[src/design/tfn_pkg.sv]
// ----------------------------------------------------------------------------
// tfn_pkg
// types and constants shared by the triangle face normal pipeline
// ----------------------------------------------------------------------------
package tfn_pkg;

    localparam int COORD_W  = 24;
    localparam int NORMAL_W = 16;

    localparam int PRE      = (COORD_W > 30) ? COORD_W - 30 : 0;
    localparam int EDGE_W   = COORD_W + 1 - PRE;
    localparam int PROD_W   = 2 * EDGE_W;
    localparam int CROSS_W  = PROD_W + 1;
    localparam int LPOS_W   = $clog2(CROSS_W);
    localparam int TARGET   = 29;
    localparam int MAG_W    = 31;
    localparam int SQ_W     = 2 * MAG_W;
    localparam int SUM_W    = SQ_W + 2;
    localparam int ROOT_W   = 31;
    localparam int FRAC_W   = NORMAL_W - 2;
    localparam int QUO_W    = FRAC_W + 1;
    localparam int REM_W    = MAG_W + FRAC_W + 1;
    localparam int SSIDE_W  = 3 + 3 * MAG_W + 2;
    localparam int DSIDE_W  = 3 + 2 + ROOT_W;

    typedef struct packed {
        logic signed [COORD_W-1:0] first_x;
        logic signed [COORD_W-1:0] first_y;
        logic signed [COORD_W-1:0] first_z;
        logic signed [COORD_W-1:0] second_x;
        logic signed [COORD_W-1:0] second_y;
        logic signed [COORD_W-1:0] second_z;
        logic signed [COORD_W-1:0] third_x;
        logic signed [COORD_W-1:0] third_y;
        logic signed [COORD_W-1:0] third_z;
        logic                      end_of_mesh;
    } tri_item_t;

    typedef struct packed {
        logic signed [NORMAL_W-1:0] normal_x;
        logic signed [NORMAL_W-1:0] normal_y;
        logic signed [NORMAL_W-1:0] normal_z;
        logic                       degenerate;
        logic                       end_of_mesh_out;
    } norm_item_t;

    typedef struct packed {
        logic valid;
        logic advance;
    } step_t;

endpackage

[src/design/tfn_div_cell.sv]
// ----------------------------------------------------------------------------
// tfn_div_cell
// one quotient bit of the three-lane restoring division chain
// ----------------------------------------------------------------------------
module tfn_div_cell #(
    parameter int BIT = 0
) (
    input  logic                        clk,
    input  logic                        rst_n,
    input  tfn_pkg::step_t              step_in,
    input  logic [tfn_pkg::REM_W-1:0]   rem_in [3],
    input  logic [tfn_pkg::QUO_W-1:0]   quo_in [3],
    input  logic [tfn_pkg::DSIDE_W-1:0] side_in,
    output logic                        valid_out,
    output logic [tfn_pkg::REM_W-1:0]   rem_out [3],
    output logic [tfn_pkg::QUO_W-1:0]   quo_out [3],
    output logic [tfn_pkg::DSIDE_W-1:0] side_out
);

    logic [tfn_pkg::REM_W-1:0]   divisor;
    logic [tfn_pkg::REM_W-1:0]   rem_next [3];
    logic [tfn_pkg::QUO_W-1:0]   quo_next [3];
    logic                        valid_reg;
    logic [tfn_pkg::REM_W-1:0]   rem_reg [3];
    logic [tfn_pkg::QUO_W-1:0]   quo_reg [3];
    logic [tfn_pkg::DSIDE_W-1:0] side_reg;

    always_comb
    begin
        divisor = tfn_pkg::REM_W'(side_in[tfn_pkg::ROOT_W-1:0]) << BIT;
        for (int i = 0; i < 3; i++)
        begin
            if (rem_in[i] >= divisor)
            begin
                rem_next[i] = rem_in[i] - divisor;
                quo_next[i] = quo_in[i] | (tfn_pkg::QUO_W'(1) << BIT);
            end
            else
            begin
                rem_next[i] = rem_in[i];
                quo_next[i] = quo_in[i];
            end
        end
    end

    always_ff @(posedge clk or negedge rst_n)
    begin
        if (!rst_n)
        begin
            valid_reg <= 1'b0;
        end
        else if (step_in.advance)
        begin
            valid_reg <= step_in.valid;
        end
    end

    always_ff @(posedge clk)
    begin
        if (step_in.advance)
        begin
            rem_reg  <= rem_next;
            quo_reg  <= quo_next;
            side_reg <= side_in;
        end
    end

    assign valid_out = valid_reg;
    assign rem_out   = rem_reg;
    assign quo_out   = quo_reg;
    assign side_out  = side_reg;

endmodule

[config.mk]
export PLATFORM = sky130hd
export DESIGN_NAME = tfn_div_cell
export DESIGN_NICKNAME = d
export VERILOG_FILES = /design/src/design/tfn_pkg.sv /design/src/design/tfn_div_cell.sv
export SDC_FILE = /design/constraint.sdc
export NUM_CORES = 1
export LEC_CHECK = 0
export BUFFER_PORTS_ARGS = -buffer_cell sky130_fd_sc_hd__buf_2
export CORE_AREA = 2 2 173 175
export CTS_BUF_LIST = sky130_fd_sc_hd__clkbuf_4 sky130_fd_sc_hd__clkbuf_8 sky130_fd_sc_hd__clkbuf_16
export DETAILED_ROUTE_END_ITERATION = 12
export DIE_AREA = 0 0 175 177
export PLACE_DENSITY = 0.76
export SYNTH_ARGS = -nofsm -noshare
export SYNTH_HDL_FRONTEND = slang
export SYNTH_SLANG_ARGS = --single-unit
[constraint.sdc]
create_clock -name clk -period 0.8 [get_ports clk]
set_input_delay 0.04 -clock clk [delete_from_list [all_inputs] [get_ports clk]]
set_output_delay 0.04 -clock clk [all_outputs]
set_load 0.005 [all_outputs]
==> results_dict.tcl, run 1 <==
set metrics [dict create \
    status "did not finish" \
    lastStage "global routing (5_1_grt)" \
    tool.error "[ERROR GRT-0232] Routing congestion too high. Check the congestion heatmap in the GUI." \
    place.gp.congestion 0.987 \
    grtUsageTotal_pct 73.9 \
    clockRootBuffer "clkbuf_16" \
    io_pins 443 \
    grt_overflow_total 13 \
    synth-seq-area-share_pct 46.8 \
    cts_made_buffers 25 \
    synth_area_leaders "edfxtp_1, ha_1, xnor2_1" \
    antenna_found_initial 33 \
    ys.flop_type "edfxtp_1" \
    syn_nets 1721 \
    grt_max_degree 23 \
    htreeDepth 1 \
    syn_area_mm2 0.0141 \
    dpl.hpwl_mm 42.9 \
    start_util_pct 48.2 \
    synth_seq_cells 220 \
    dpl.cell_count 2680 \
    synthCells 1402 \
    io_buffers 442 \
    crit_endpoint "rem_out[87]$_DFFE_PP_/D" \
    yosys_warnings 0 \
    die_w_um 175 \
    synth_edf_count 219 \
    num_rows 63 \
    avgSynthCellArea_um2 10.1 \
    clkSinkCount 220 \
    cts_buffer_depth 3 \
    synth_top_area_share_pct 46.7 \
    synth_top_cell_by_area "edfxtp_1" \
    async_flop_share_pct 0.455 \
    die_y_um 177 \
    ys_types 74 \
    endpoint_type "register input" \
]
## synth_stat cells (all sizes together), types with 6 or more instances
library cell / n
nand2b: 20
and3: 6
nor3: 35
nand2: 150
nand4: 24
nor2: 112
o2111ai: 6
a21oi: 123
a211oi: 11
buf: 15
nor4: 12
xor2: 58
clkbuf: 33
o21a: 12
or4: 11
mux2: 13
a21boi: 10
a21o: 32
nor2b: 14
a31oi: 14
and2: 6
o21ai: 115
edfxtp: 219
ha: 93
o211ai: 13
o21bai: 13
o31ai: 8
xnor2: 71
or3: 6
nand3: 32
inv: 55
## per-layer routing
layer  overflow  track usage (%)
met5          1             30.3
met4          7             73.8
met3          3             61.7
met2          2             93.4
met1          0             69.2
## per-stage QoR
step | cell area [um^2] | utilization, % | setup WS (ns) | TNS (ns) | hold WS (ns)
4_1_cts | 26300 | 89.9 | -1.53 | -264.10 | -0.0741
3_3_place_gp | 21300 | 72.7 | -2.19 | -283.28 | -0.184
2_1_floorplan | 15100 | - | -1.88 | -220.52 | -0.256
3_5_place_dp | 21300 | 72.7 | -2.34 | -293.05 | -0.181
## cells by family after synthesis
logic type,synth area share [%]
adders and majority gates,8.68
DFF,46.8
buffers and inverters,3.06
and+or+nand+nor,15.0
muxes,1.18
AOI/OAI and AO/OA,17.2
xor gates and xnor gates,8.02
## repair_timing
| item | 4_1_cts |
|---|---|
| gates resized for setup | 297 |
| hold endpoints to repair | 230 |
| hold buffers | 219 |
| cloned | 15 |
| pin swaps | 118 |
| endpoints found under the setup margin | 361 |
| setup buffers | 64 |
==> inputs of run 2 (changes only) <==
- CORE_AREA: 2 2 173 175 -> unset
- CORE_UTILIZATION: unset -> 39
- CTS_BUF_LIST: sky130_fd_sc_hd__clkbuf_4 sky130_fd_sc_hd__clkbuf_8 sky130_fd_sc_hd__clkbuf_16 -> unset
- DIE_AREA: 0 0 175 177 -> unset
- PLACE_DENSITY: 0.76 -> unset
- PLACE_DENSITY_LB_ADDON: unset -> 0.15
==> results_dict.tcl, run 2 <==
set metrics [dict create \
    status "complete, but fails checks" \
    failed_checks "hold timing, setup timing" \
    vias 16500 \
    hold_path.class "in2reg" \
    final_cell_mix "buf_4, buf_2, dlygate4sd3_1" \
    routed_via_density 5.25 \
    die_w_um 192 \
    worstSetupPathType "in2reg" \
    largest_reg_flops 138 \
    hp-start "rem_in[31]" \
    fin_hold_ws_ns -0.0103 \
    synth_top_cell_by_area "edfxtp_1" \
    synth_top_area_share_pct 46.7 \
    synth_top_family_by_area "compound AO/OA/AOI/OAI gates" \
    leakagePower_nw 11.9 \
    pwr_density_cell_mw_per_mm2 1530 \
    rrSetupSlack_ns 0.03 \
    wl_per_cell_um 19.5 \
    setup_slack_ns -1.63 \
    avgSynthCellArea_um2 10.1 \
    htreeDepth 1 \
    antenna_left 0 \
    synth-xor-area-share_pct 8.02 \
    cp.required_ns 1.20 \
    worstHoldPathCells 4 \
    ir_drop_mv 1.58 \
    layout_commonest_cell "buf_4" \
    path_max_fanout 4 \
    final_area_mm2 0.0275 \
    hold_viol 1 \
    cts_buffer_depth 3 \
    dieArea_mm2 0.0369 \
    die_y_um 192 \
    cp-start-kind "input pin" \
    start_util_pct 39.6 \
    routed_wl_mm 61.2 \
    fillers 2334 \
    yosysMostFrequentCell "edfxtp_1" \
    io_buffers 442 \
    yosys.area_share.simple_pct 15.0 \
    clk_pin_slew_worst_paths_ns 0.06 \
    dpl.hpwl_mm 42.3 \
    r2r_cells 1 \
    r2r-end "valid_out" \
    end_kind "register" \
    drt_iter0_drc 847 \
    drc 0 \
    fin_cells 3135 \
    synth_area_leaders "edfxtp_1, ha_1, xnor2_1" \
    slew_headroom_pct 56.6 \
    fin_crit_ns 2.43 \
    r2r_start "valid_out" \
    clkSinkCount 220 \
    nets 2967 \
    synth_mux_area_share_pct 1.18 \
    clk_latency_ns 0.55 \
    clockRootBuffer "clkbuf_16" \
    max_freq_ghz 0.412 \
    final_max_slew_viol_count 0 \
    synthCells 1402 \
    grt_pass1_wl_mm 87.0 \
    placed_area_mm2 0.0214 \
    synth_fa_ha_area_share_pct 8.68 \
    syn_nets 1721 \
    dpl.cell_count 2754 \
    skew_ns 0 \
    cts_tree "built" \
    synth_seq_cells 220 \
    maxCapViolations 0 \
    drive_gt1_share_pct 54.3 \
    place.gp.congestion 0.938 \
    grt_max_degree 51 \
    synth_compound_area_share_pct 17.2 \
    area_delta_synth_final_pct 95.3 \
    grt_pass1_vias 16300 \
    rsz0062_at_grt "true" \
    grt_overflow_total 0 \
    arrival_ns 2.83 \
    drtPass1Iterations 6 \
    cts_made_buffers 27 \
    synth_edf_count 219 \
    ys.flop_type "edfxtp_1" \
    ys_types 74 \
    syn_area_mm2 0.0141 \
    setup_viol 565 \
    post-route-util_pct 77.4 \
    num_rows 69 \
    async_flop_share_pct 0.455 \
    io_pins 443 \
    antenna_found_initial 10 \
    coreArea_mm2 0.0356 \
    fin_crit_sh_pct 303 \
    grtUsageTotal_pct 30.8 \
    synth_common_cells "edfxtp_1, nand2_1, a21oi_1" \
    tightest_slew_ns 0.644 \
    totalNegativeSetupSlack_ns -341.21 \
    synth-seq-area-share_pct 46.8 \
    yosys_warnings 0 \
    hold_path_end "rem_out[34]" \
]
[run 2: cell counts after synthesis]
No cell type changed its count.
[run 2: what timing repair did]
item	in CTS	in global routing
endpoints found under the hold margin	266	17
setup buffers	65	42
gates resized for setup	281	195
hold buffers	224	2
endpoints found under the setup margin	361	581
pin swaps	79	114
cloned	14	1
[run 2: final cells by class]
type / count / area, um^2 / share of cell area (%)
timing repair buffer: 1264 / 9840 / 35.7
tap: 461 / 577 / 2.10
antenna: 5 / 12.5 / 0.0455
clock buffer: 32 / 724 / 2.63
sequential: 220 / 6600 / 24.0
multi-input combinational: 1080 / 9320 / 33.9
clock inverter: 18 / 175 / 0.636
inverter: 55 / 277 / 1.00
[run 2: worst max-delay path, stage by stage]
cell and delay (ns):
buf_8 0.08, clkinvlp_4 0.15, buf_4 0.18, ha_1 0.29
o211ai_1 0.12, o21ai_2 0.18, o2111ai_2 0.15, buf_4 0.19
a311oi_4 0.33, nor3b_4 0.11, o21ai_4 0.25, buf_12 0.15
nand4_1 0.17, nor2_1 0.21, xor2_1 0.22
[run 2: worst max path at each step]
stage | from | endpoint | slack (ns) | depth (start not counted)
finish | side_in[3] | rem_out[87] | -1.63 | 15
floorplan | rem_in[78] | rem_out[47] | -1.88 | 9
CTS | side_in[3] | rem_out[39] | -1.53 | 15
detailed placement | side_in[1] | rem_out[86] | -2.34 | 12
global route | side_in[3] | rem_out[39] | -1.71 | 15
global placement | side_in[1] | rem_out[32] | -2.23 | 14
[run 2: cells by family (layout without fill, tap and decap cells)]
| logic type | after synthesis | count (layout) |
|---|---|---|
| AND/OR/NAND/NOR | 445 | 445 |
| AO/OA/AOI/OAI | 394 | 395 |
| flip-flops | 220 | 220 |
| XOR/XNOR | 129 | 129 |
| buffers and inverters | 103 | 1369 |
| adder cells (fa/ha/maj) | 96 | 96 |
| multiplexers | 15 | 15 |
| other | 0 | 5 |
[run 2: per-stage QoR]
step / total power [mW] / worst slack (ns)
3_3_place_gp: 26.6 / -2.23
4_1_cts: 41.3 / -1.53
6_report: 42.2 / -1.63
2_1_floorplan: 20.3 / -1.88
3_5_place_dp: 26.8 / -2.34
5_1_grt: 44.0 / -1.71
[run 2: routing by layer]
layer | wire (um) | part of all wire [%] | vias up | global-route usage (%)
met5 | 70 | 0.11 | - | 0
met4 | 2520 | 4.1 | 10 | 12.9
met3 | 4300 | 7.0 | 143 | 5.10
met2 | 30000 | 49 | 688 | 53.5
met1 | 24300 | 40 | 7880 | 37.6
li1 | - | - | 7732 | -
[run 2: report_power, final]
group          internal, mW  switching [mW]  total (mW)
clock                  7.20            5.32        12.5
combinational          7.85            7.02        14.9
sequential             14.4           0.409        14.8
No activity file was read; power rests on OpenSTA's default activity.
==> inputs of run 3 (changes only) <==
==> constraint.sdc (replaced) <==
create_clock -name clk -period 0.8 [get_ports clk]
set_input_delay 0.04 -clock clk [delete_from_list [all_inputs] [get_ports clk]]
set_output_delay 0.04 -clock clk [all_outputs]
set_load 0.02 [all_outputs]
==> results_dict.tcl, run 3 (synthesis gave the netlist of run 2 again) <==
set metrics [dict create \
    status "complete, but fails checks" \
    failed_checks "hold timing, setup timing" \
    drtPass1Iterations 5 \
    start_util_pct 39.6 \
    antenna_left 0 \
    leakagePower_nw 12.1 \
    wl_per_cell_um 20.1 \
    grt_max_degree 52 \
    num_rows 69 \
    cp.required_ns 1.11 \
    dpl.cell_count 2726 \
    area_delta_synth_final_pct 98.7 \
    fin_cells 3091 \
    rsz0062_at_grt "true" \
    nets 2922 \
    hold_viol 2 \
    clockRootBuffer "clkbuf_16" \
    r2r_start "valid_out" \
    layout_commonest_cell "buf_4" \
    final_max_slew_viol_count 0 \
    end_kind "register" \
    drive_gt1_share_pct 53.2 \
    grtUsageTotal_pct 29.7 \
    setup_slack_ns -1.75 \
    grt_overflow_total 0 \
    hold_path.class "in2reg" \
    drt_iter0_drc 1019 \
    grt_pass1_vias 15700 \
    vias 16300 \
    ir_drop_mv 2.07 \
    io_buffers 442 \
    crit_start "rem_in[80]" \
    fillers 2268 \
    die_w_um 192 \
    cp-start-kind "input pin" \
    final_area_mm2 0.0280 \
    setup_viol 361 \
    pwr_density_cell_mw_per_mm2 1590 \
    dpl.hpwl_mm 41.8 \
    dieArea_mm2 0.0369 \
    placed_area_mm2 0.0211 \
    hp-start "side_in[0]" \
    drc 0 \
    grt_pass1_wl_mm 84.3 \
    worstSetupPathType "in2reg" \
    die_y_um 192 \
    fin_crit_ns 2.55 \
    routed_wl_mm 62.2 \
    fin_crit_sh_pct 319 \
    power_mw 44.6 \
    maxCapViolations 0 \
    io_pins 443 \
    cts_made_buffers 26 \
    clk_pin_slew_worst_paths_ns 0.06 \
    slew_headroom_pct 64.2 \
    skew_ns 0 \
    arrival_ns 2.86 \
    max_freq_ghz 0.392 \
    coreArea_mm2 0.0356 \
    cts_tree "built" \
    clkSinkCount 220 \
    clk_latency_ns 0.55 \
    routed_via_density 5.26 \
    dpl_worst_slack_ns -2.36 \
    cts_buffer_depth 3 \
    antenna_found_initial 12 \
    tightest_slew_ns 0.532 \
    path_max_fanout 6 \
    largest_reg_flops 138 \
    fin_hold_ws_ns -0.306 \
    htreeDepth 1 \
    place.gp.congestion 0.962 \
    final_cell_mix "buf_4, buf_2, buf_6" \
]
-- run 3: timing repair --
item                                    4_1_cts  5_1_grt
hold buffers                                219        2
pin swaps                                    63      119
endpoints found under the setup margin      361      395
resized for setup                           133      674
buffers inserted                             33       57
cloned                                        9        8
endpoints found under the hold margin       233        4
-- run 3: area by class of cell --
class                           count  area (um^2)  share of cell area (%)
Antenna cell                        8         20.0                  0.0715
Sequential cell                   220         6600                    23.6
Tap cell                          461          577                    2.06
Multi-Input combinational cell   1082         9290                    33.2
Timing Repair Buffer             1218        10400                    37.1
Clock buffer                       34          702                    2.51
Inverter                           55          267                   0.952
Clock inverter                     13          159                   0.567
-- run 3: per-stage QoR --
step	hold WS (ns)	setup TNS (ns)	util, %
floorplan	-0.256	-220.53	-
global placement	-0.182	-297.45	59.2
detailed placement	-0.178	-304.82	59.2
CTS	-0.324	-278.67	70.8
global route	-0.319	-304.03	78.7
finish	-0.306	-288.14	78.7
-- run 3: routing by layer --
layer,wire [um],vias to the layer above,GRT usage (%)
li1,-,7653,-
met1,24600,7810,37.2
met2,30700,646,51.1
met3,4450,134,5.13
met4,2410,12,11.1
met5,83,-,0
-- run 3: final timing paths --
check / end / slack, ns / depth (start not counted)
min in group asynchronous: valid_out / 0.35 / 3
worst min register to register: valid_out / 0.54 / 1
max in group asynchronous: valid_out / 0.33 / 3
worst max-delay path: rem_out[61] / -1.75 / 12
worst max register to register: valid_out / 0.01 / 1
worst min-delay path: side_out[0] / -0.31 / 1
-- run 3: where the power goes --
group | switching (mW) | internal [mW] | total [mW]
logic | 8.42 | 8.76 | 17.2
clock network | 5.11 | 7.18 | 12.3
registers | 0.687 | 14.4 | 15.1
-- run 3: critical path: stages --
cell and delay [ns]:
buf_6 0.09, or4_4 0.52, or3_4 0.35, or4_4 0.46, nor3_4 0.22, nor4b_4 0.32
buf_4 0.20, o21a_4 0.21, buf_12 0.13, buf_6 0.10, clkbuf_16 0.15, o21ai_2 0.05
