File: src/design/tfn_pkg.sv
// ----------------------------------------------------------------------------
// tfn_pkg
// types and constants shared by the triangle face normal pipeline
// ----------------------------------------------------------------------------
package tfn_pkg;

    localparam int COORD_W  = 24;
    localparam int NORMAL_W = 16;

    localparam int PRE      = (COORD_W > 30) ? COORD_W - 30 : 0;
    localparam int EDGE_W   = COORD_W + 1 - PRE;
    localparam int PROD_W   = 2 * EDGE_W;
    localparam int CROSS_W  = PROD_W + 1;
    localparam int LPOS_W   = $clog2(CROSS_W);
    localparam int TARGET   = 29;
    localparam int MAG_W    = 31;
    localparam int SQ_W     = 2 * MAG_W;
    localparam int SUM_W    = SQ_W + 2;
    localparam int ROOT_W   = 31;
    localparam int FRAC_W   = NORMAL_W - 2;
    localparam int QUO_W    = FRAC_W + 1;
    localparam int REM_W    = MAG_W + FRAC_W + 1;
    localparam int SSIDE_W  = 3 + 3 * MAG_W + 2;
    localparam int DSIDE_W  = 3 + 2 + ROOT_W;

    typedef struct packed {
        logic signed [COORD_W-1:0] first_x;
        logic signed [COORD_W-1:0] first_y;
        logic signed [COORD_W-1:0] first_z;
        logic signed [COORD_W-1:0] second_x;
        logic signed [COORD_W-1:0] second_y;
        logic signed [COORD_W-1:0] second_z;
        logic signed [COORD_W-1:0] third_x;
        logic signed [COORD_W-1:0] third_y;
        logic signed [COORD_W-1:0] third_z;
        logic                      end_of_mesh;
    } tri_item_t;

    typedef struct packed {
        logic signed [NORMAL_W-1:0] normal_x;
        logic signed [NORMAL_W-1:0] normal_y;
        logic signed [NORMAL_W-1:0] normal_z;
        logic                       degenerate;
        logic                       end_of_mesh_out;
    } norm_item_t;

    typedef struct packed {
        logic valid;
        logic advance;
    } step_t;

endpackage

File: src/design/tfn_sqrt_cell.sv
// ----------------------------------------------------------------------------
// tfn_sqrt_cell
// one root bit of the restoring integer square root chain
// ----------------------------------------------------------------------------
module tfn_sqrt_cell #(
    parameter int BIT = 0
) (
    input  logic                        clk,
    input  logic                        rst_n,
    input  tfn_pkg::step_t              step_in,
    input  logic [tfn_pkg::SUM_W-1:0]   rem_in,
    input  logic [tfn_pkg::ROOT_W-1:0]  root_in,
    input  logic [tfn_pkg::SSIDE_W-1:0] side_in,
    output logic                        valid_out,
    output logic [tfn_pkg::SUM_W-1:0]   rem_out,
    output logic [tfn_pkg::ROOT_W-1:0]  root_out,
    output logic [tfn_pkg::SSIDE_W-1:0] side_out
);

    logic [tfn_pkg::SUM_W-1:0]   trial;
    logic [tfn_pkg::SUM_W-1:0]   rem_next;
    logic [tfn_pkg::ROOT_W-1:0]  root_next;
    logic                        valid_reg;
    logic [tfn_pkg::SUM_W-1:0]   rem_reg;
    logic [tfn_pkg::ROOT_W-1:0]  root_reg;
    logic [tfn_pkg::SSIDE_W-1:0] side_reg;

    always_comb
    begin
        trial = (tfn_pkg::SUM_W'(root_in) << (BIT + 1))
              + (tfn_pkg::SUM_W'(1) << (2 * BIT));
        if (rem_in >= trial)
        begin
            rem_next  = rem_in - trial;
            root_next = root_in | (tfn_pkg::ROOT_W'(1) << BIT);
        end
        else
        begin
            rem_next  = rem_in;
            root_next = root_in;
        end
    end

    always_ff @(posedge clk or negedge rst_n)
    begin
        if (!rst_n)
        begin
            valid_reg <= 1'b0;
        end
        else if (step_in.advance)
        begin
            valid_reg <= step_in.valid;
        end
    end

    always_ff @(posedge clk)
    begin
        if (step_in.advance)
        begin
            rem_reg  <= rem_next;
            root_reg <= root_next;
            side_reg <= side_in;
        end
    end

    assign valid_out = valid_reg;
    assign rem_out   = rem_reg;
    assign root_out  = root_reg;
    assign side_out  = side_reg;

endmodule

File: config.mk
export PLATFORM = sky130hd
export DESIGN_NAME = tfn_sqrt_cell
export DESIGN_NICKNAME = d
export VERILOG_FILES = /design/src/design/tfn_pkg.sv /design/src/design/tfn_sqrt_cell.sv
export SDC_FILE = /design/constraint.sdc
export NUM_CORES = 1
export LEC_CHECK = 0
export ABC_AREA = 1
export BUFFER_PORTS_ARGS = -buffer_cell sky130_fd_sc_hd__buf_2
export CAP_MARGIN = 20
export CORE_AREA = 2 2 153 155
export CTS_CLUSTER_DIAMETER = 50
export DETAILED_ROUTE_END_ITERATION = 16
export DIE_AREA = 0 0 155 157
export PLACE_DENSITY = 0.84
export SETUP_SLACK_MARGIN = 0.02
export SLEW_MARGIN = 15
export SYNTH_ARGS = -nofsm -noshare
export SYNTH_HDL_FRONTEND = slang
export SYNTH_SLANG_ARGS = --single-unit
File: constraint.sdc
create_clock -name clk -period 1.1 [get_ports clk]
set_input_delay 0.165 -clock clk [delete_from_list [all_inputs] [get_ports clk]]
set_output_delay 0.165 -clock clk [all_outputs]
set_load 0.03 [all_outputs]
==> results of run 1 <==
what timing repair did:
item / CTS
hold buffers: 129
setup endpoints to repair: 259
setup buffers: 27
pin swaps: 82
endpoints found under the hold margin: 129
gates resized for setup: 653
gates cloned: 5
routing by layer:
layer  GRT overflow  global-route usage
met1              0               0.737
met2              2               0.902
met3              0               0.657
met4              1               0.745
met5              0               0.441
cell families after synthesis:
group                    count (synthesis)  share of synthesized area
AO/OA/AOI/OAI                           86                     0.0429
adder cells (fa/ha/maj)                 33                     0.0401
XOR/XNOR                                28                     0.0234
AND/OR/NAND/NOR                        652                      0.257
flip-flops                             194                      0.555
multiplexers                             1                    0.00107
buffers and inverters                  214                     0.0806
cell usage after synthesis:
library cell  count
nor3_1           21
a21oi_2           2
edfxtp_1        193
o21ai_0          20
nand3_2           1
nand3_1          59
nor4_1            2
ha_1             32
xor2_1            6
nor2_4            3
and2_1            2
dfrtp_1           1
xnor2_1          22
nor2_1          113
inv_2             2
nand2_2           5
nand4_1          17
buf_2             2
nand2_1         413
fa_1              1
o21bai_1          5
buf_6             2
inv_4             1
a21oi_1          47
o21ai_1          12
nor3b_1           2
or2_2             2
nand3b_1          3
buf_4             6
mux2_2            1
nor2_2            8
inv_1           201
nand3_4           1
metrics by stage:
step	cell area (µm²)	worst slack, ps	hold WS [ps]	utilization
after CTS	19200	-478	0.474	0.852
after detailed placement	14800	-1180	-55.5	0.660
after global placement	14800	-1160	-59.7	0.660
after floorplan	10900	-725	-131	-
==> metrics.md, run 1 <==
| Metric | Value |
|---|---|
| Status | aborted with a tool error |
| Halt point of the flow | global routing (5_1_grt) |
| Log Error | [ERROR GRT-0232] Routing congestion too high. Check the congestion heatmap in the GUI. |
| Post-Synthesis Cells | 1208 |
| IO Port Bufs | 390 |
| Yosys cell types | 33 |
| Root buffer cell | clkbuf_16 |
| #FFs+latches synth | 194 |
| Worst_ep kind | register input |
| # rows | 55 |
| Global-route usage over all layers | 0.759 |
| CTS Sinks | 194 |
| Post-synth top area share | 0.552 |
| Initial Utilization | 0.466 |
| CTS buffer count | 17 |
| GRT worst endpoint | rem_out[20]$_DFFE_PP_/D |
| Antenna violations before repair | 12 |
| Cells after DPL | 2085 |
| Placer Congestion | 0.965 |
| Syn Area/Cell | 8.69 µm² |
| Net Count, Synth | 1438 |
| Number of I/O pins | 391 |
| DP HPWL | 33200 µm |
| Grt ovf | 3 |
| Synth area leaders | edfxtp_1, nand2_1, inv_1 |
| Synthesized area | 10500 µm² |
| Yosys warning total | 0 |
| Largest area contributor in the netlist | edfxtp_1 |
| DIE HEIGHT | 157 µm |
| Sequential element share of the synthesized area | 0.555 |
| Chip width | 155 µm |
| H-tree levels | 4 |
| Largest net degree at the start of global routing | 35 |
| Clk buf depth | 2 |
==> inputs of run 2 (changes only) <==
--- a/config.mk
+++ b/config.mk
@@ -8,12 +8,9 @@
 export ABC_AREA = 1
 export BUFFER_PORTS_ARGS = -buffer_cell sky130_fd_sc_hd__buf_2
 export CAP_MARGIN = 20
-export CORE_AREA = 2 2 153 155
-export CTS_CLUSTER_DIAMETER = 50
+export CORE_UTILIZATION = 35
 export DETAILED_ROUTE_END_ITERATION = 16
-export DIE_AREA = 0 0 155 157
-export PLACE_DENSITY = 0.84
-export SETUP_SLACK_MARGIN = 0.02
+export PLACE_DENSITY_LB_ADDON = 0.15
 export SLEW_MARGIN = 15
 export SYNTH_ARGS = -nofsm -noshare
 export SYNTH_HDL_FRONTEND = slang
==> run 2 against run 1 <==
  * Area after synthesis stayed put
  * The flow now finishes, with violations (hold timing, setup timing)
  * Synthesized cell count stayed put
==> metrics.md, run 2 <==
| Metric | Value |
|---|---|
| Status | finished with violations |
| Failing checks | hold timing, setup timing |
| Initial Utilization | 0.355 (-0.111) |
| Tmin final | 1600 ps |
| Worst hold path class | input pin to flop |
| CP Launch Type | input pin |
| Commonest cells after routing, fill and taps aside | nand2_1, buf_4, buf_6 |
| Antenna violations before repair | 3 |
| Max-Cap Viols | 0 |
| Top-count cell post-synth | nand2_1 |
| # rows | 63 (+15%) |
| Root buffer cell | clkbuf_16 |
| IO Port Bufs | 390 (unchanged) |
| Die ar. | 30700 µm² |
| CP Class | input pin to flop |
| WL final | 47000 µm |
| Hold Vio Cnt, Final | 3 |
| Number of global-route vias before repair | 11313 |
| Post-synth top cells | nand2_1, inv_1, edfxtp_1 |
| Most common cell after layout, fill and taps aside | nand2_1 |
| PwrDens | 1170 nW/µm² |
| Worst Skew | 0 ps |
| CTS Sinks | 194 (unchanged) |
| Grt ovf | 0 |
| DRC | 0 |
| Met2 Resource Use GR | 0.492 |
| Lkg Pwr | 0.00925 µW |
| Worst vdd ir | 0.00107 V |
| Power Total | 23700 µW |
| Layout Cells excl Fill | 2424 |
| H-tree levels | 4 (unchanged) |
| Skew-Pair Late Insertion Delay | 460 ps |
| Number of I/O pins | 391 (unchanged) |
| Final TNS setup | -44940 ps |
| DIE HEIGHT | 175 µm (+12%) |
| Grt met1 use | 0.338 |
| Vias/cell | 4.71 |
| Area growth syn-to-layout | 92.9% |
| Clk buf depth | 2 (unchanged) |
| Global route hottest layer | met2 |
| Synth area leaders | edfxtp_1, nand2_1, inv_1 |
| Sequential element share of the synthesized area | 0.555 (unchanged) |
| RSZ-0062 raised after global routing | true |
| First-pass GRT wire length | 64000 µm |
| Net Count, Synth | 1438 (unchanged) |
| Final Worst Setup Slack | -505 ps |
| Asr flop ratio synth | 0.00515 (unchanged) |
| Max FFs per register | 98 |
| Post-route clock period utilization | 1.46 |
| Core ar. | 29600 µm² |
| M3 GR Usage | 0.0564 |
| Largest net degree at the start of global routing | 32 |
| Yosys warning total | 0 (unchanged) |
| Crit-path max FO | 6 |
| CP Capture Type | flop |
| CTS clk-pin slew, worst paths | 80 ps |
| TritonRoute pass-1 iters | 5 |
| Final setup fails | 259 |
| Via count | 11405 |
| Primary FF master, synth | edfxtp_1 |
| Pins over their slew limit | 0 |
| Chip width | 175 µm (+13%) |
| 1st-iter DRT viols | 698 |
| Max Fclk | 623 MHz |
| Antenna-violating nets left | 0 |
| CTS tree | done |
| Global-route usage over all layers | 0.282 |
| Cells after DPL | 2200 (+5.5%) |
| Placer Congestion | 0.921 (-4.5%) |
| Final nets | 2250 |
| Worst hold margin | -10.4 ps |
| Syn Area/Cell | 8.69 µm² (unchanged) |
| DP HPWL | 32700 µm (-1.3%) |
| Slew headroom | 0.748 |
| Yosys cell types | 33 (unchanged) |
| WP data required | 1320 ps |
| Share of cells above drive strength 1 | 0.503 |
| Number of synthesized flops with an enable pin | 193 (unchanged) |
| Worst-margin pin slew | 377 ps |
| Drt wl/cell | 19.4 µm |
| Largest area contributor in the netlist | edfxtp_1 |
| Post-synth top area share | 0.552 (unchanged) |
| #FFs+latches synth | 194 (unchanged) |
| Post-Synthesis Cells | 1208 (unchanged) |
| CP arrival | 1830 ps |
| Synthesized area | 10500 µm² (unchanged) |
| CTS buffer count | 17 (unchanged) |
==> run 2: cell counts after synthesis <==
No cell type changed its count.
==> run 2: kinds of logic after synthesis <==
| group | Yosys count | share of synthesized area |
|---|---|---|
| muxes | 1 | 0.00107 |
| adders and majority gates | 33 | 0.0401 |
| xor gates and xnor gates | 28 | 0.0234 |
| buffers and inverters | 214 | 0.0806 |
| AOI/OAI and AO/OA | 86 | 0.0429 |
| and+or+nand+nor | 652 | 0.257 |
| DFF | 194 | 0.555 |
==> run 2: path summary, 6_finish.rpt <==
| check | start | end | slack, ps | cells after the start |
|---|---|---|---|---|
| setup reg to reg | valid_out | valid_out | 330 | 1 |
| hold reg to reg | valid_out | valid_out | 540 | 1 |
| setup / recovery | rem_in[5] | rem_out[3] | -500 | 15 |
| max in group asynchronous | rst_n | valid_out | 430 | 3 |
| hold / removal | rem_in[22] | rem_out[22] | -10 | 3 |
| min in group asynchronous | rst_n | valid_out | 570 | 3 |
==> run 2: cell type report <==
type | count | area [µm²]
fillers | 2335 | 9320
flip-flops and latches | 194 | 5820
inverters | 204 | 791
clock inverters | 14 | 143
clock buffers | 18 | 429
repair buffers | 803 | 7120
well taps | 390 | 488
multi-input cells | 800 | 5450
diodes | 1 | 2.50
==> run 2: metrics by stage <==
stage | worst slack (ps) | util | cell area [µm²] | hold slack [ps]
detailed placement | -1160 | 0.510 | 15100 | -56.9
finish | -505 | 0.685 | 20200 | -10.4
CTS | -477 | 0.618 | 18300 | 17.4
floorplan | -725 | - | 10900 | -131
global route | -563 | 0.685 | 20200 | -0.187
global placement | -1170 | 0.510 | 15100 | -60.6
==> run 2: per-layer routing <==
metal | up-vias | wire length, µm
li1 | 5529 | -
met1 | 5408 | 18800
met2 | 382 | 23800
met3 | 82 | 2680
met4 | 4 | 1660
met5 | - | 26
==> run 2: power by group <==
group	switching, µW	internal [µW]
sequential	373	8960
combinational	4250	3700
clock	3190	3200
total	7820	15900
==> run 2: what timing repair did <==
item	4_1_cts	5_1_grt
pin swaps	46	66
endpoints found under the hold margin	136	4
gates cloned	4	4
gates resized for setup	284	679
endpoints found under the setup margin	259	280
buffers inserted	31	16
hold buffers	137	4
==> run 2: critical path, cell delays in order <==
cell and delay, ps:
clkbuf_4 140, ha_4 310, nand2_4 70, nor2_4 130
nand2_2 100, nor2_4 100, nand2_2 60, nand2_2 80
nor2_4 50, nand3_4 120, inv_8 50, buf_8 130
clkbuf_16 170, nand2_2 50, o21ai_1 70
Power figures use the tool's default switching activity.
==> inputs of run 3 (changes only) <==
==> constraint.sdc (replaced) <==
create_clock -name clk -period 1.4 [get_ports clk]
set_input_delay 0.21 -clock clk [delete_from_list [all_inputs] [get_ports clk]]
set_output_delay 0.21 -clock clk [all_outputs]
set_load 0.03 [all_outputs]
==> run 3 against run 2 <==
  * The flow finishes with violations (setup timing)
  * Combinational power fell by 33%
  * Cell count shrank 1.6%
  * Core utilization fell by 6.4 points
  * Highest routed layer unchanged
  * Die area did not move
  * Worst setup slack better by 210 ps
  * Worst hold slack better by 39 ps
  * Critical endpoint is now rem_out[19]
  * Clock skew stayed put
==> metrics.md, run 3 (synthesized netlist as in run 2, its figures left out) <==
| Metric | Value |
|---|---|
| Final nets | 2212 (-1.7%) |
| Die ar. | 30700 µm² (unchanged) |
| Worst vdd ir | 0.000863 V (-19%) |
| Antenna-violating nets left | 0 (unchanged) |
| Clk buf depth | 2 (unchanged) |
| 1st-iter DRT viols | 603 (-14%) |
| DIE HEIGHT | 175 µm (unchanged) |
| IO Port Bufs | 390 (unchanged) |
| Commonest cells after routing, fill and taps aside | buf_2, nand2_1, buf_4 |
| Chip width | 175 µm (unchanged) |
| First-pass GRT wire length | 63600 µm (-0.59%) |
| Number of global-route vias before repair | 11212 (-0.89%) |
| Worst Skew | 0 ps (unchanged) |
| Number of I/O pins | 391 (unchanged) |
| Final Worst Setup Slack | -296 ps (+209 ps) |
| Antenna violations before repair | 2 (-1) |
| Hold_sp | root_in[0] |
| Worst Reg2Reg Path Length in Cells | 1 (unchanged) |
| Status | finished with violations |
| # rows | 63 (unchanged) |
| Dpl cell area | 15000 µm² (-0.41%) |
| Dpl ws | -956 ps (+208 ps) |
| Initial Utilization | 0.355 (unchanged) |
| Drt wl/cell | 18.2 µm (-5.9%) |
| Global-route usage over all layers | 0.280 (-0.00155) |
| Layout fillers | 2521 (+8.0%) |
| Area growth syn-to-layout | 75.0% |
| Skew-Pair Late Insertion Delay | 460 ps (about the same) |
| Failing checks | setup timing |
| Most common cell after layout, fill and taps aside | buf_2 |
| Flop-to-flop setup slack | 660 ps (+330 ps) |
| Root buffer cell | clkbuf_16 |
| Final core utilization | 0.621 (-0.0635) |
| Hold Vio Cnt, Final | 0 (-3) |
| Grt ovf | 0 (unchanged) |
| M3 GR Usage | 0.0520 (-0.00435) |
| Vias/cell | 4.65 (-1.1%) |
| Pins over their slew limit | 0 (unchanged) |
| H-tree levels | 4 (unchanged) |
| RSZ-0062 raised after global routing | true |
| Lkg Pwr | 0.00849 µW (-8.3%) |
| DRC | 0 (unchanged) |
| Max-Cap Viols | 0 (unchanged) |
| Share of cells above drive strength 1 | 0.483 (-0.0200) |
| Storage element area | 5820 µm² (unchanged) |
| Met2 Resource Use GR | 0.487 (-0.00496) |
| Crit-path max FO | 15 (+9) |
| Slew headroom | 0.765 (+0.0168) |
| Worst-margin pin slew | 349 ps (-28.0 ps) |
| CP Class | input pin to flop |
| Max Fclk | 590 MHz |
| Via count | 11101 (-2.7%) |
| Final setup fails | 65 (-75%) |
| TritonRoute pass-1 iters | 5 (unchanged) |
| CP arrival | 1890 ps (+60 ps) |
| Post-Layout Inst Area | 18400 µm² (-9.3%) |
| WP data required | 1600 ps (+280 ps) |
| CTS buffer count | 17 (unchanged) |
| CP Capture Type | flop |
| Largest net degree at the start of global routing | 31 (-3.1%) |
| Global route hottest layer | met2 |
| CP Launch Type | input pin |
| Hold Path Cell Cnt | 3 (unchanged) |
| RR Endpoint | valid_out |
| Area of the multi-input gates | 5220 µm² (-4.2%) |
| WL final | 43500 µm (-7.4%) |
| Worst reg2reg startpoint | valid_out |
| Tmin final | 1700 ps |
| Max FFs per register | 98 (unchanged) |
| Placer Congestion | 0.910 (-1.2%) |
| CTS clk-pin slew, worst paths | 80 ps (about the same) |
| CTS tree | done |
| Worst hold margin | 28.7 ps (+39.1 ps) |
| Grt met1 use | 0.344 (+0.00555) |
| Core ar. | 29600 µm² (unchanged) |
| CTS Sinks | 194 (unchanged) |
| DP HPWL | 33200 µm (+1.4%) |
| WHS Endpoint | root_out[0] |
| Post-route clock period utilization | 1.21 |
| Worst hold path class | input pin to flop |
| PwrDens | 966 nW/µm² (-17%) |
[run 3: cell types whose count changed in the layout (fill, tap and decap cells not counted), sizes merged]
| cell | before | now |
|---|---|---|
| clkbuf | 23 | 19 |
| inv | 211 | 210 |
| bufinv | 1 | 2 |
| clkinvlp | 1 | 0 |
| dlygate4sd3 | 141 | 129 |
| clkinv | 5 | 7 |
| buf | 657 | 634 |
[run 3: how the worst max path moves through the flow]
stage                           start           to  slack (ps)
after floorplan             rem_in[1]  rem_out[54]        -470
after global placement    root_in[13]  rem_out[44]        -940
after detailed placement  root_in[13]  rem_out[54]        -960
after CTS                  root_in[0]  rem_out[54]        -290
after global routing       root_in[8]  rem_out[46]        -360
final                      root_in[0]  rem_out[19]        -300
[run 3: where the power goes]
group | internal, µW | total, µW | switching [µW]
Clock | 2720 | 5210 | 2490
Sequential | 7020 | 7170 | 148
Combinational | 2140 | 5360 | 3220
[run 3: per-layer routing]
| layer | vias to the layer above | share of wire | wire (µm) |
|---|---|---|---|
| li1 | 5449 | - | - |
| met1 | 5217 | 0.42 | 18100 |
| met2 | 368 | 0.49 | 21500 |
| met3 | 65 | 0.060 | 2610 |
| met4 | 2 | 0.031 | 1350 |
| met5 | - | 0.00030 | 13 |
[run 3: critical path, stage by stage]
cell and delay, ps:
buf_8 100, inv_8 50, ha_4 200, ha_4 150
inv_2 40, nor2_2 30, nand2_2 80, nor2_4 50
nand2_2 70, nand2_2 70, nor2_4 190, nand3_4 170
inv_8 170, clkbuf_16 190, o21ai_1 100
[run 3: final cells by class]
cell class	count	share of cell area
Multi-Input combinational cell	800	0.284
Inverter	204	0.0425
Tap cell	390	0.0266
Clock buffer	17	0.0232
Sequential cell	194	0.317
Antenna cell	1	0.000136
Clock inverter	15	0.0105
Timing Repair Buffer	765	0.296
[run 3: repair_timing]
item / CTS / global route
gates cloned: 3 / 1
hold endpoints to repair: 129 / 0
resized for setup: 171 / 143
pin swaps: 52 / 34
hold buffers: 129 / 0
buffers inserted: 16 / 14
endpoints found under the setup margin: 65 / 65
[run 3: stage by stage]
stage | TNS [ps] | std cells | total power [µW]
6_report | -15550 | 2386 | 17700
5_1_grt | -19030 | 2385 | 18400
4_1_cts | -15690 | 2370 | 17600
3_5_place_dp | -57590 | 2190 | 11800
3_3_place_gp | -56420 | 2190 | 11800
2_1_floorplan | -25720 | 1208 | 9680
